File: src/hw/rtl/mbe_pkg.sv
// ----------------------------------------------------------------------------
// mbe_pkg
// Shared types and constants of the escape-time block.
// ----------------------------------------------------------------------------
package mbe_pkg;

    // digit width of the shared multiplier (operand bits taken per cycle)
    localparam int DIGIT_W     = 16;

    localparam int GRAY_W      = 8;
    localparam int ESC_W       = 6;
    localparam int CFG_INDEX_W = 8;
    localparam int CFG_DATA_W  = 16;

    localparam logic [CFG_INDEX_W-1:0] REG_MAX_ITER   = 8'd0;
    localparam logic [CFG_INDEX_W-1:0] REG_GRAY_SCALE = 8'd1;
    localparam logic [CFG_INDEX_W-1:0] REG_ESCAPE_RSQ = 8'd2;

    localparam int                MAX_ITER_RST   = 100;
    localparam logic [GRAY_W-1:0] GRAY_SCALE_RST = 8'd200;
    localparam logic [ESC_W-1:0]  ESCAPE_RSQ_RST = 6'd16;
    localparam logic [GRAY_W-1:0] GRAY_FULL      = 8'd255;

    typedef enum logic [2:0] {
        ST_IDLE,
        ST_MUL_START,
        ST_MUL_WAIT,
        ST_EVAL,
        ST_UPDATE,
        ST_GRAY_MUL,
        ST_DIV_WAIT,
        ST_FINISH
    } mbe_state_t;

    typedef enum logic [1:0] {
        PROD_RR,
        PROD_II,
        PROD_RI
    } prod_sel_t;

endpackage

File: src/hw/rtl/mandelbrot_escape_time.sv
// ----------------------------------------------------------------------------
// mandelbrot_escape_time
// Escape-time iteration of z = z*z + c for one point per word.
// ----------------------------------------------------------------------------
// Each input word is one point c in signed fixed point (FRAC_BITS fraction
// bits). The block iterates z = z*z + c from z = 0 with saturation, stops on
// |z|^2 >= escape_radius_sq or after max_iterations updates, and returns the
// update count, the escape flag and gray = 255 - (n+1)*gray_scale/max_iterations
// clamped at 0. One point is in flight at a time; s_tready is high only
// between points, while a finished result may still wait at the output.
// The three products of every iteration run on one shared multiplier that
// works through the ceil(COORD_WIDTH/16) digits of its second operand in turn;
// after the last iteration a bit-serial divider works out the gray level.
module mandelbrot_escape_time #(
    parameter int COORD_WIDTH = 32,
    parameter int FRAC_BITS   = 28,
    parameter int ITER_WIDTH  = 12
) (
    input  logic aclk,
    input  logic aresetn,

    input  logic s_tvalid,
    output logic s_tready,
    // c_real, c_imag
    input  logic [((2*COORD_WIDTH+7)/8)*8-1:0] s_tdata,

    output logic m_tvalid,
    input  logic m_tready,
    // gray_level, iterations_done, escaped
    output logic [((ITER_WIDTH+9+7)/8)*8-1:0] m_tdata,

    input  logic                             cfg_valid,
    output logic                             cfg_ready,
    input  logic [mbe_pkg::CFG_INDEX_W-1:0]  cfg_index,
    input  logic [mbe_pkg::CFG_DATA_W-1:0]   cfg_data
);
    import mbe_pkg::*;

    localparam int W      = COORD_WIDTH;
    localparam int OUT_W  = ((ITER_WIDTH+9+7)/8)*8;
    localparam int PROD_W = 2*W;
    localparam int DW     = 2*W + 1;
    localparam int VW     = 2*W + 2;
    localparam int SUM_W  = (2*W + 1 > 2*FRAC_BITS + ESC_W) ? 2*W + 1 : 2*FRAC_BITS + ESC_W;
    localparam int NUM_W  = ITER_WIDTH + 1 + GRAY_W;

    localparam logic signed [VW-1:0] SAT_HI = {{(VW-W+1){1'b0}}, {(W-1){1'b1}}};
    localparam logic signed [VW-1:0] SAT_LO = ~SAT_HI;

    // configuration
    logic [ITER_WIDTH-1:0] max_iter_reg;
    logic [GRAY_W-1:0]     gray_scale_reg;
    logic [ESC_W-1:0]      esc_rsq_reg;

    mbe_state_t state_reg, state_next;
    prod_sel_t  sel_reg, sel_next;

    logic [ITER_WIDTH-1:0]   n_reg, n_next;
    logic signed [W-1:0]     cr_reg, cr_next;
    logic signed [W-1:0]     ci_reg, ci_next;
    logic [W-1:0]            mag_r_reg, mag_r_next;
    logic [W-1:0]            mag_i_reg, mag_i_next;
    logic                    sgn_r_reg, sgn_r_next;
    logic                    sgn_i_reg, sgn_i_next;
    logic [PROD_W-1:0]       rr_reg, rr_next;
    logic [PROD_W-1:0]       ii_reg, ii_next;
    logic [PROD_W-1:0]       ri_reg, ri_next;
    logic signed [DW-1:0]    diff_reg, diff_next;
    logic signed [DW-1:0]    ris_reg, ris_next;
    logic                    esc_reg, esc_next;
    logic [GRAY_W-1:0]       gray_reg, gray_next;
    logic [GRAY_W-1:0]       gray_out_reg, gray_out_next;
    logic [ITER_WIDTH-1:0]   n_out_reg, n_out_next;
    logic                    esc_out_reg, esc_out_next;
    logic                    m_tvalid_reg, m_tvalid_next;

    logic                    mult_start;
    logic [W-1:0]            mult_a;
    logic [W-1:0]            mult_b;
    logic                    mult_done;
    logic [PROD_W-1:0]       mult_prod;

    logic                    div_start;
    logic [NUM_W-1:0]        div_num;
    logic                    div_done;
    logic [NUM_W-1:0]        div_quo;

    logic [SUM_W-1:0]        mag_sum;
    logic [SUM_W-1:0]        esc_limit;
    logic                    esc_hit;
    logic [DW-1:0]           ri_ext;
    logic signed [DW-1:0]    shr_r;
    logic signed [DW-1:0]    shr_i;
    logic signed [VW-1:0]    nr_full;
    logic signed [VW-1:0]    ni_full;
    logic [W-1:0]            zr_sat;
    logic [W-1:0]            zi_sat;
    logic [ITER_WIDTH:0]     n_plus;

    function automatic logic [W-1:0] saturate(input logic signed [VW-1:0] v);
        logic [W-1:0] r;
        if (v > SAT_HI) begin
            r = SAT_HI[W-1:0];
        end else if (v < SAT_LO) begin
            r = SAT_LO[W-1:0];
        end else begin
            r = v[W-1:0];
        end
        return r;
    endfunction

    mbe_mult #(
        .OP_W (W)
    ) u_mult (
        .aclk    (aclk),
        .aresetn (aresetn),
        .start   (mult_start),
        .a_mag   (mult_a),
        .b_mag   (mult_b),
        .done    (mult_done),
        .product (mult_prod)
    );

    mbe_div #(
        .NUM_W (NUM_W),
        .DEN_W (ITER_WIDTH)
    ) u_div (
        .aclk     (aclk),
        .aresetn  (aresetn),
        .start    (div_start),
        .num      (div_num),
        .den      (max_iter_reg),
        .done     (div_done),
        .quotient (div_quo)
    );

    // datapath terms
    assign mag_sum   = SUM_W'(rr_reg) + SUM_W'(ii_reg);
    assign esc_limit = SUM_W'(esc_rsq_reg) << (2*FRAC_BITS);
    assign esc_hit   = (mag_sum >= esc_limit);
    assign ri_ext    = {1'b0, ri_reg};
    assign shr_r     = diff_reg >>> FRAC_BITS;
    assign shr_i     = ris_reg >>> (FRAC_BITS - 1);
    assign nr_full   = VW'(shr_r) + VW'(cr_reg);
    assign ni_full   = VW'(shr_i) + VW'(ci_reg);
    assign zr_sat    = saturate(nr_full);
    assign zi_sat    = saturate(ni_full);
    assign n_plus    = {1'b0, n_reg} + (ITER_WIDTH+1)'(1);
    assign div_num   = NUM_W'(n_plus) * NUM_W'(gray_scale_reg);

    always_comb begin
        unique case (sel_reg)
            PROD_RR: begin
                mult_a = mag_r_reg;
                mult_b = mag_r_reg;
            end
            PROD_II: begin
                mult_a = mag_i_reg;
                mult_b = mag_i_reg;
            end
            PROD_RI: begin
                mult_a = mag_r_reg;
                mult_b = mag_i_reg;
            end
            default: begin
                mult_a = mag_r_reg;
                mult_b = mag_r_reg;
            end
        endcase
    end

    always_comb begin
        state_next    = state_reg;
        sel_next      = sel_reg;
        n_next        = n_reg;
        cr_next       = cr_reg;
        ci_next       = ci_reg;
        mag_r_next    = mag_r_reg;
        mag_i_next    = mag_i_reg;
        sgn_r_next    = sgn_r_reg;
        sgn_i_next    = sgn_i_reg;
        rr_next       = rr_reg;
        ii_next       = ii_reg;
        ri_next       = ri_reg;
        diff_next     = diff_reg;
        ris_next      = ris_reg;
        esc_next      = esc_reg;
        gray_next     = gray_reg;
        gray_out_next = gray_out_reg;
        n_out_next    = n_out_reg;
        esc_out_next  = esc_out_reg;
        m_tvalid_next = m_tvalid_reg;
        mult_start    = 1'b0;
        div_start     = 1'b0;

        if (m_tvalid_reg && m_tready) begin
            m_tvalid_next = 1'b0;
        end

        unique case (state_reg)
            ST_IDLE: begin
                if (s_tvalid) begin
                    cr_next    = s_tdata[W-1:0];
                    ci_next    = s_tdata[2*W-1:W];
                    mag_r_next = '0;
                    mag_i_next = '0;
                    sgn_r_next = 1'b0;
                    sgn_i_next = 1'b0;
                    n_next     = '0;
                    sel_next   = PROD_RR;
                    state_next = ST_MUL_START;
                end
            end
            ST_MUL_START: begin
                mult_start = 1'b1;
                state_next = ST_MUL_WAIT;
            end
            ST_MUL_WAIT: begin
                if (mult_done) begin
                    unique case (sel_reg)
                        PROD_RR: begin
                            rr_next    = mult_prod;
                            sel_next   = PROD_II;
                            state_next = ST_MUL_START;
                        end
                        PROD_II: begin
                            ii_next    = mult_prod;
                            sel_next   = PROD_RI;
                            state_next = ST_MUL_START;
                        end
                        PROD_RI: begin
                            ri_next    = mult_prod;
                            state_next = ST_EVAL;
                        end
                        default: begin
                            sel_next   = PROD_RR;
                            state_next = ST_MUL_START;
                        end
                    endcase
                end
            end
            ST_EVAL: begin
                diff_next = {1'b0, rr_reg} - {1'b0, ii_reg};
                ris_next  = (sgn_r_reg ^ sgn_i_reg) ? (~ri_ext + DW'(1)) : ri_ext;
                esc_next  = esc_hit;
                if (esc_hit || (n_reg >= max_iter_reg)) begin
                    state_next = ST_GRAY_MUL;
                end else begin
                    state_next = ST_UPDATE;
                end
            end
            ST_UPDATE: begin
                sgn_r_next = zr_sat[W-1];
                sgn_i_next = zi_sat[W-1];
                mag_r_next = zr_sat[W-1] ? (~zr_sat + W'(1)) : zr_sat;
                mag_i_next = zi_sat[W-1] ? (~zi_sat + W'(1)) : zi_sat;
                n_next     = n_reg + ITER_WIDTH'(1);
                sel_next   = PROD_RR;
                state_next = ST_MUL_START;
            end
            ST_GRAY_MUL: begin
                div_start  = 1'b1;
                state_next = ST_DIV_WAIT;
            end
            ST_DIV_WAIT: begin
                if (div_done) begin
                    if ((max_iter_reg == '0) || (div_quo >= NUM_W'(GRAY_FULL))) begin
                        gray_next = '0;
                    end else begin
                        gray_next = GRAY_FULL - div_quo[GRAY_W-1:0];
                    end
                    state_next = ST_FINISH;
                end
            end
            ST_FINISH: begin
                if (!m_tvalid_reg || m_tready) begin
                    gray_out_next = gray_reg;
                    n_out_next    = n_reg;
                    esc_out_next  = esc_reg;
                    m_tvalid_next = 1'b1;
                    state_next    = ST_IDLE;
                end
            end
            default: begin
                state_next = ST_IDLE;
            end
        endcase
    end

    always_ff @(posedge aclk) begin
        if (!aresetn) begin
            state_reg    <= ST_IDLE;
            sel_reg      <= PROD_RR;
            m_tvalid_reg <= 1'b0;
        end else begin
            state_reg    <= state_next;
            sel_reg      <= sel_next;
            m_tvalid_reg <= m_tvalid_next;
        end
    end

    always_ff @(posedge aclk) begin
        n_reg        <= n_next;
        cr_reg       <= cr_next;
        ci_reg       <= ci_next;
        mag_r_reg    <= mag_r_next;
        mag_i_reg    <= mag_i_next;
        sgn_r_reg    <= sgn_r_next;
        sgn_i_reg    <= sgn_i_next;
        rr_reg       <= rr_next;
        ii_reg       <= ii_next;
        ri_reg       <= ri_next;
        diff_reg     <= diff_next;
        ris_reg      <= ris_next;
        esc_reg      <= esc_next;
        gray_reg     <= gray_next;
        gray_out_reg <= gray_out_next;
        n_out_reg    <= n_out_next;
        esc_out_reg  <= esc_out_next;
    end

    always_ff @(posedge aclk) begin
        if (!aresetn) begin
            max_iter_reg   <= ITER_WIDTH'(MAX_ITER_RST);
            gray_scale_reg <= GRAY_SCALE_RST;
            esc_rsq_reg    <= ESCAPE_RSQ_RST;
        end else if (cfg_valid) begin
            if (cfg_index == REG_MAX_ITER) begin
                max_iter_reg <= cfg_data[ITER_WIDTH-1:0];
            end
            if (cfg_index == REG_GRAY_SCALE) begin
                gray_scale_reg <= cfg_data[GRAY_W-1:0];
            end
            if (cfg_index == REG_ESCAPE_RSQ) begin
                esc_rsq_reg <= cfg_data[ESC_W-1:0];
            end
        end
    end

    assign cfg_ready = 1'b1;
    assign s_tready  = (state_reg == ST_IDLE);
    assign m_tvalid  = m_tvalid_reg;
    assign m_tdata   = OUT_W'({esc_out_reg, n_out_reg, gray_out_reg});

    a_accept_starts: assert property (@(posedge aclk) disable iff (!aresetn)
        (s_tvalid && s_tready) |=> (state_reg == ST_MUL_START && n_reg == '0))
        else $error("accepted word did not start a fresh iteration");

    a_mult_done_seq: assert property (@(posedge aclk) disable iff (!aresetn)
        mult_done |-> (state_reg == ST_MUL_WAIT))
        else $error("multiplier finished outside of a product wait");

    a_div_done_seq: assert property (@(posedge aclk) disable iff (!aresetn)
        div_done |-> (state_reg == ST_DIV_WAIT))
        else $error("divider finished outside of the gray step");

    a_result_held: assert property (@(posedge aclk) disable iff (!aresetn)
        (state_reg == ST_FINISH && m_tvalid && !m_tready) |=> (state_reg == ST_FINISH))
        else $error("pending output word overwritten");

endmodule

File: src/hw/rtl/mbe_mult.sv
// ----------------------------------------------------------------------------
// mbe_mult
// Shared unsigned multiplier, one DIGIT_W-bit digit of b per cycle.
// ----------------------------------------------------------------------------
module mbe_mult #(
    parameter int OP_W = 32
) (
    input  logic              aclk,
    input  logic              aresetn,
    input  logic              start,
    input  logic [OP_W-1:0]   a_mag,
    input  logic [OP_W-1:0]   b_mag,
    output logic              done,
    output logic [2*OP_W-1:0] product
);
    import mbe_pkg::*;

    localparam int DIGITS = (OP_W + DIGIT_W - 1) / DIGIT_W;
    localparam int BW     = DIGITS * DIGIT_W;
    localparam int PW     = BW + OP_W;
    localparam int SW     = OP_W + DIGIT_W;
    localparam int CNT_W  = (DIGITS > 1) ? $clog2(DIGITS) : 1;

    logic [OP_W-1:0]  a_reg;
    logic [BW-1:0]    b_reg;
    logic [PW-1:0]    acc_reg;
    logic [CNT_W-1:0] cnt_reg;
    logic             busy_reg;
    logic             done_reg;

    logic [SW-1:0]    partial;
    logic [SW-1:0]    sum;
    logic [PW-1:0]    acc_next;
    logic             last;

    assign partial  = SW'(a_reg) * SW'(b_reg[DIGIT_W-1:0]);
    assign sum      = SW'(acc_reg[PW-1:BW]) + partial;
    assign acc_next = PW'({sum, acc_reg[BW-1:0]} >> DIGIT_W);
    assign last     = (cnt_reg == CNT_W'(DIGITS - 1));

    always_ff @(posedge aclk) begin
        if (!aresetn) begin
            busy_reg <= 1'b0;
            done_reg <= 1'b0;
            cnt_reg  <= '0;
        end else begin
            done_reg <= 1'b0;
            if (start) begin
                busy_reg <= 1'b1;
                cnt_reg  <= '0;
            end else if (busy_reg) begin
                cnt_reg <= cnt_reg + CNT_W'(1);
                if (last) begin
                    busy_reg <= 1'b0;
                    done_reg <= 1'b1;
                end
            end
        end
    end

    always_ff @(posedge aclk) begin
        if (start) begin
            a_reg   <= a_mag;
            b_reg   <= BW'(b_mag);
            acc_reg <= '0;
        end else if (busy_reg) begin
            b_reg   <= b_reg >> DIGIT_W;
            acc_reg <= acc_next;
        end
    end

    assign done    = done_reg;
    assign product = acc_reg[2*OP_W-1:0];

endmodule

File: src/hw/rtl/mbe_div.sv
// ----------------------------------------------------------------------------
// mbe_div
// Restoring unsigned divider, one quotient bit per cycle.
// ----------------------------------------------------------------------------
module mbe_div #(
    parameter int NUM_W = 21,
    parameter int DEN_W = 12
) (
    input  logic             aclk,
    input  logic             aresetn,
    input  logic             start,
    input  logic [NUM_W-1:0] num,
    input  logic [DEN_W-1:0] den,
    output logic             done,
    output logic [NUM_W-1:0] quotient
);
    localparam int CNT_W = $clog2(NUM_W);

    logic [NUM_W-1:0] quo_reg;
    logic [DEN_W-1:0] rem_reg;
    logic [DEN_W-1:0] den_reg;
    logic [CNT_W-1:0] cnt_reg;
    logic             busy_reg;
    logic             done_reg;

    logic [DEN_W:0]   trial;
    logic [DEN_W:0]   trial_sub;
    logic             fits;

    assign trial     = {rem_reg, quo_reg[NUM_W-1]};
    assign fits      = (trial >= {1'b0, den_reg});
    assign trial_sub = trial - {1'b0, den_reg};

    always_ff @(posedge aclk) begin
        if (!aresetn) begin
            busy_reg <= 1'b0;
            done_reg <= 1'b0;
            cnt_reg  <= '0;
        end else begin
            done_reg <= 1'b0;
            if (start) begin
                busy_reg <= 1'b1;
                cnt_reg  <= '0;
            end else if (busy_reg) begin
                cnt_reg <= cnt_reg + CNT_W'(1);
                if (cnt_reg == CNT_W'(NUM_W - 1)) begin
                    busy_reg <= 1'b0;
                    done_reg <= 1'b1;
                end
            end
        end
    end

    always_ff @(posedge aclk) begin
        if (start) begin
            quo_reg <= num;
            rem_reg <= '0;
            den_reg <= den;
        end else if (busy_reg) begin
            quo_reg <= {quo_reg[NUM_W-2:0], fits};
            rem_reg <= fits ? trial_sub[DEN_W-1:0] : trial[DEN_W-1:0];
        end
    end

    assign done     = done_reg;
    assign quotient = quo_reg;

endmodule

File: config.mk
export PLATFORM = sky130hd
export DESIGN_NAME = mandelbrot_escape_time
export DESIGN_NICKNAME = d
export VERILOG_FILES = /design/src/hw/rtl/mbe_pkg.sv /design/src/hw/rtl/mandelbrot_escape_time.sv /design/src/hw/rtl/mbe_mult.sv /design/src/hw/rtl/mbe_div.sv
export SDC_FILE = /design/constraint.sdc
export NUM_CORES = 2
export LEC_CHECK = 0
export BUFFER_PORTS_ARGS = -buffer_cell sky130_fd_sc_hd__buf_4
export CORE_MARGIN = 4
export CORE_UTILIZATION = 35
export CTS_CLUSTER_DIAMETER = 120
export DETAILED_ROUTE_END_ITERATION = 8
export SYNTH_ARGS = -nofsm -noshare
export SYNTH_HDL_FRONTEND = slang
export SYNTH_HIERARCHICAL = 1
export SYNTH_SLANG_ARGS = --single-unit
export TNS_END_PERCENT = 10
File: constraint.sdc
create_clock -name aclk -period 6.26 [get_ports aclk]
set_input_delay 1.252 -clock aclk [delete_from_list [all_inputs] [get_ports aclk]]
set_output_delay 1.252 -clock aclk [all_outputs]
set_load 0.005 [all_outputs]
After elaboration in Yosys (flattened, before gate mapping)
Index checks and enable logic that the tools add are counted.
{"block": "op_classes", "addsub": 14, "n_mul": 2, "magnitude_cmp": 8, "eq_ne": 17, "n_mux": 46, "bitwise_logic": 7, "reduce_logical": 30}
{"operator": "2-to-1 mux 32 bit", "count": 11}
{"operator": "case mux 32 bit (2 select lines)", "count": 2}
{"operator": "adder 64 x 64 -> 65 bit", "count": 1}
{"operator": "adder 65 x 1 -> 65 bit, second input constant", "count": 1}
{"operator": "greater-or-equal comparator 65 x 62 -> 1 bit", "count": 1}
{"operator": "NOT 64 -> 65 bit", "count": 1}
{"operator": "subtractor 64 x 64 -> 65 bit", "count": 1}
{"operator": "adder 32 x 1 -> 32 bit, second input constant", "count": 2}
{"operator": "2-to-1 mux 64 bit", "count": 1}
{"operator": "NOT 32 bit", "count": 2}
{"operator": "adder 32 x 48 -> 48 bit", "count": 1}
{"operator": "multiplier 32 x 16 -> 48 bit", "count": 1}
{"operator": "2-to-1 mux 21 bit", "count": 2}
{"operator": "adder 38 x 32 -> 39 bit", "count": 1}
{"operator": "greater-than comparator 39 x 32 -> 1 bit, second input constant", "count": 1}
{"operator": "less-than comparator 39 x 32 -> 1 bit, second input constant", "count": 1}
{"operator": "adder 37 x 32 -> 38 bit", "count": 1}
{"operator": "greater-than comparator 38 x 32 -> 1 bit, second input constant", "count": 1}
{"operator": "less-than comparator 38 x 32 -> 1 bit, second input constant", "count": 1}
{"operator": "2-to-1 mux 12 bit", "count": 2}
{"operator": "case mux 12 bit (2 select lines)", "count": 1}
{"operator": "case mux 3 bit (8 select lines)", "count": 1}
{"operator": "greater-or-equal comparator 21 x 8 -> 1 bit, second input constant", "count": 1}
{"operator": "multiplier 13 x 8 -> 21 bit", "count": 1}
{"operator": "other kinds (39)", "count": 85}
{"block": "totals", "register_bits": 709, "input_bits": 93, "out_inout_bits": 27, "elab_cells": 160}

Depth between registers and ports, before layout
{"block": "depth", "depth_word": 8, "mapped_depth": 26, "depth_no_buf": 25}

Hierarchy
Netlist, hierarchy kept.
{"module": "mandelbrot_escape_time", "instances": 1, "cells_each": 3570, "area_per_inst_um2": 34589.4, "seq_area_each_um2": 13823.3}
{"module": "mbe_mult", "instances": 1, "cells_each": 2336, "area_per_inst_um2": 21687.0, "seq_area_each_um2": 3263.1}
{"module": "mbe_div", "instances": 1, "cells_each": 246, "area_per_inst_um2": 2700.1, "seq_area_each_um2": 1371.3}

Worst setup path after synthesis
Ideal clock, no wire load.
{"block": "synth_timing", "path_type": "register to register", "start": "register ci_reg[0]", "end": "register mag_i_reg[24] (data pin)", "setup_ns": 0.147, "arrival_time_ns": 6.122, "t_required_ns": 6.113, "path_slack_ns": -0.009, "path_stages_with_launch": 25, "path_buffers": 0, "synth_period_minus_slack_ns": 6.269, "path_cell_list": "edfxtp_1 ha_1 fa_1 a211oi_1 o21ai_0 a21boi_0 a21oi_1 a21oi_1 o311ai_0 xor2_1 nor4_1 o211ai_1 nand2_1 inv_1 o21ai_0 ha_1 inv_1 or3_1 nor3_1 nand3_1 nor4bb_1 nand2_1 o221a_2 or4_1 a21oi_1"}
{"block": "synth_via", "elab_chain_len": 8, "word_cells_on_any_way": 9, "classes_between": "add/sub (2); order compare (2); mux (4); bitwise (1)"}
{"item": "start: declaration", "line_no": "mandelbrot_escape_time.sv:60", "text": "logic signed [W-1:0] ci_reg, ci_next;"}
{"item": "start signal: assignment", "line_no": "mandelbrot_escape_time.sv:305", "text": "ci_reg <= ci_next;"}
{"item": "adder 38 x 32 -> 39 bit (*)", "line_no": "mandelbrot_escape_time.sv:145", "text": "assign ni_full = VW'(shr_i) + VW'(ci_reg);"}
{"item": "less-than comparator 39 x 32 -> 1 bit", "line_no": "mandelbrot_escape_time.sv:104", "text": "end else if (v < SAT_LO) begin"}
{"item": "2-to-1 mux 32 bit", "line_no": "mandelbrot_escape_time.sv:104"}
{"item": "2-to-1 mux 32 bit (*)", "line_no": "mandelbrot_escape_time.sv:102", "text": "if (v > SAT_HI) begin"}
{"item": "NOT 32 bit", "line_no": "mandelbrot_escape_time.sv:256", "text": "mag_i_next = zi_sat[W-1] ? (~zi_sat + W'(1)) : zi_sat;"}
{"item": "adder 32 x 1 -> 32 bit", "line_no": "mandelbrot_escape_time.sv:256"}
{"item": "2-to-1 mux 32 bit (*)", "line_no": "mandelbrot_escape_time.sv:256"}
{"item": "case mux 32 bit (2 select lines) (*)", "line_no": "mandelbrot_escape_time.sv:200", "text": "unique case (state_reg)"}
{"item": "end signal: assignment", "line_no": "mandelbrot_escape_time.sv:307", "text": "mag_i_reg <= mag_i_next;"}
{"item": "end: declaration", "line_no": "mandelbrot_escape_time.sv:62", "text": "logic [W-1:0] mag_i_reg, mag_i_next;"}
Mark *: on every way between the ends. The rest lies on a longest branch, timed or not.
A chain may end at the register's enable or synchronous reset.

Worst setup path in the final report
{"block": "layout_timing", "start": "register u_mult.a_reg[9]", "end": "register u_mult.acc_reg[49] (netlist: u_mult/product[49])"}
{"block": "layout_via", "elab_chain_len": 2}
{"item": "start: declaration", "line_no": "mbe_mult.sv:24", "text": "logic [OP_W-1:0] a_reg;"}
{"item": "start signal: assignment", "line_no": "mbe_mult.sv:63", "text": "a_reg <= a_mag;"}
{"item": "multiplier 32 x 16 -> 48 bit", "line_no": "mbe_mult.sv:36", "text": "assign partial = SW'(a_reg) * SW'(b_reg[DIGIT_W-1:0]);"}
{"item": "adder 32 x 48 -> 48 bit", "line_no": "mbe_mult.sv:37", "text": "assign sum = SW'(acc_reg[PW-1:BW]) + partial;"}
{"item": "end signal: assignment", "line_no": "mbe_mult.sv:68", "text": "acc_reg <= acc_next;"}
{"item": "end: declaration", "line_no": "mbe_mult.sv:26", "text": "logic [PW-1:0] acc_reg;"}
Every way passes these cells.

==> metrics.csv <==
metric;value;unit
status;finished, violations left;
violations;setup timing;
route.met2.wl;85500;um
die-area;175100;sq um
drt_iter0_markers;3471;
met3WireLength;11940;um
vias_per_cell;5.239;
crit_type;flop to flop;
critPathCaptureType;flop;
synthCells;6152;
yosysUniqueCellTypes;103;
first_global_vias;48250;
setup_viol;9;
most-common-layout-cells;inv_1, buf_4, nand2_1, edfxtp_1, fa_1;
synth-async-reset-ratio;0;%
syn_area;58980;sq um
timing.final.ws_setup;-0.1502;ns
hold_path_class;flop to flop;
grt.total_usage;21.14;%
port_buffers;111;
finClkSkew;0.04448;ns
layout.cells.non_filler;9051;
start_util;35.23;%
wl_per_cell;20.56;um
period_minus_slack;6.410;ns
postLayoutCellArea;70750;sq um
area_growth;19.97;%
drc;0;
ios;120;
final_common_cell;inv_1;
crit_required;6.77;ns
dpl.hpwl;149300;um
routabilityCongestion;0.9390;
grt_antenna_before_repair;6;
drive_gt1_share;18.14;%
ys.flop_type;edfxtp_1;
fp.dieH;418.5;um
yosysWarnings;6;
ff2ff_setup_slack;-0.15;ns
clock-root-buffer;clkbuf_16;
grt.overflow.total;0;
clock_latency;0.70;ns
dp.cells;8858;
clkTransAtPathRegs;0.06;ns
cts.sinks;654;
numCtsBuffers;79;
htree_num_levels;3;
synth_edf_count;536;
rsz0062_at_grt;yes;
drv_cap;0;
die_w;418.5;um
fmax;156.0;MHz
cp-start-kind;flop;
cts_tree;built;
arrival;6.92;ns
grt_max_degree;79;
final_nets;7799;
critPathMaxFanout;6;
max_slew.worst_pin.slew;1.189;ns
seq_area_frac_synth;31.30;%
routed.top_layer;met5;
report.final.slew_viol_count;0;
wl_met1;79390;um
hold_viol;0;
cts.path.max_buffers;3;
num_rows;150;
grt_pass1_wl;287000;um
slew_headroom;20.29;%
drtAntennaViolNets;0;
finalCritPeriodShare;102.4;%
vias;47410;
syn_avg_cell_area;9.587;sq um
drt_first_pass_iters;8;
dpl_cell_area;66850;sq um
core;167400;sq um
wl;186100;um
ys_ff_latch;654;
[path summary, 6_finish.rpt]
kind,start,to,cells after the start
setup reg to reg,u_mult/a_reg[9],u_mult/product[49],22
hold reg to reg,gray_reg[6],gray_out_reg[6],0
setup / recovery,u_mult/a_reg[9],u_mult/product[49],22
hold / removal,gray_reg[6],gray_out_reg[6],0
[routing by layer]
metal	global-route usage, %	vias to the layer above
met3	3.330	304
met5	0	-
met1	28.02	23510
met4	9.597	6
li1	-	22180
met2	34.08	1414
[synth_stat cells, drive strengths merged (83+ instances only)]
library cell	instances	area (sq um)
nor2b	86	538.0
and2	315	1971
a21o	97	729.5
o21ai	245	1230
nor3	115	580.6
clkbuf	239	897.1
fa	520	10410
ha	405	5067
nand2	600	2252
xnor2	149	1305
a21oi	347	1740
inv	837	3142
nand3	83	415.4
nor2	356	1336
edfxtp	536	16100
dfxtp	118	2362
mux2	110	1242
[stage by stage]
step                utilization [%]  setup TNS (ns)  hold WS (ns)  setup WS (ns)
floorplan                         -               0        0.4003        0.06159
global placement              39.93          -6.192        0.4026        -0.4940
detailed placement            39.93          -6.590        0.4045        -0.5130
CTS                           42.00         -0.5144        0.4178        -0.1837
global route                  42.26          -5.855        0.4325        -0.4264
finish                        42.26         -0.7627        0.4174        -0.1502
[logic make-up (layout without fill, tap and decap cells)]
family	Yosys count	after routing	share of synthesized area [%]
fa+ha+maj	925	925	26.24
buf+inv	1103	1794	7.060
simple gates	1900	1900	16.06
other cells	2	6	0.01273
flops	654	654	31.30
compound gates	1154	1154	12.53
xor+xnor	222	222	3.297
mux	192	192	3.498
[critical path, cell delays in order, from the launching register on]
cell and delay, ns:
edfxtp_1 0.37, buf_6 0.16, and2_4 0.16, fa_1 0.56, inv_2 0.05, fa_1 0.52, fa_1 0.53, inv_2 0.04
fa_1 0.49, fa_1 0.55, inv_2 0.05, fa_1 0.51, inv_2 0.05, ha_4 0.25, and3_4 0.16, or4_4 0.50
o2111ai_4 0.30, a2111oi_4 0.13, buf_4 0.16, o21a_1 0.17, o21a_1 0.18, mux2i_1 0.21, o311ai_2 0.16
[layout make-up]
| type | instances | area (sq um) |
|---|---|---|
| Fill cell | 16260 | 96660 |
| Sequential cell | 654 | 18460 |
| Tap cell | 2204 | 2758 |
| Timing Repair Buffer | 807 | 6446 |
| Inverter | 842 | 3161 |
| Antenna cell | 2 | 5.005 |
| Multi-Input combinational cell | 4397 | 37210 |
| Clock buffer | 99 | 2175 |
| Clock inverter | 46 | 539.3 |
[what timing repair did]
| action | 4_1_cts | 5_1_grt |
|---|---|---|
| pin swaps | 68 | 53 |
| setup endpoints to repair | 37 | 43 |
| gates resized for setup | 101 | 94 |
| setup buffers | 39 | 7 |
| hold buffers | 0 | 0 |
Power is not shown: default switching activity piles up to over one toggle a cycle in this logic, so the estimate is an artifact.
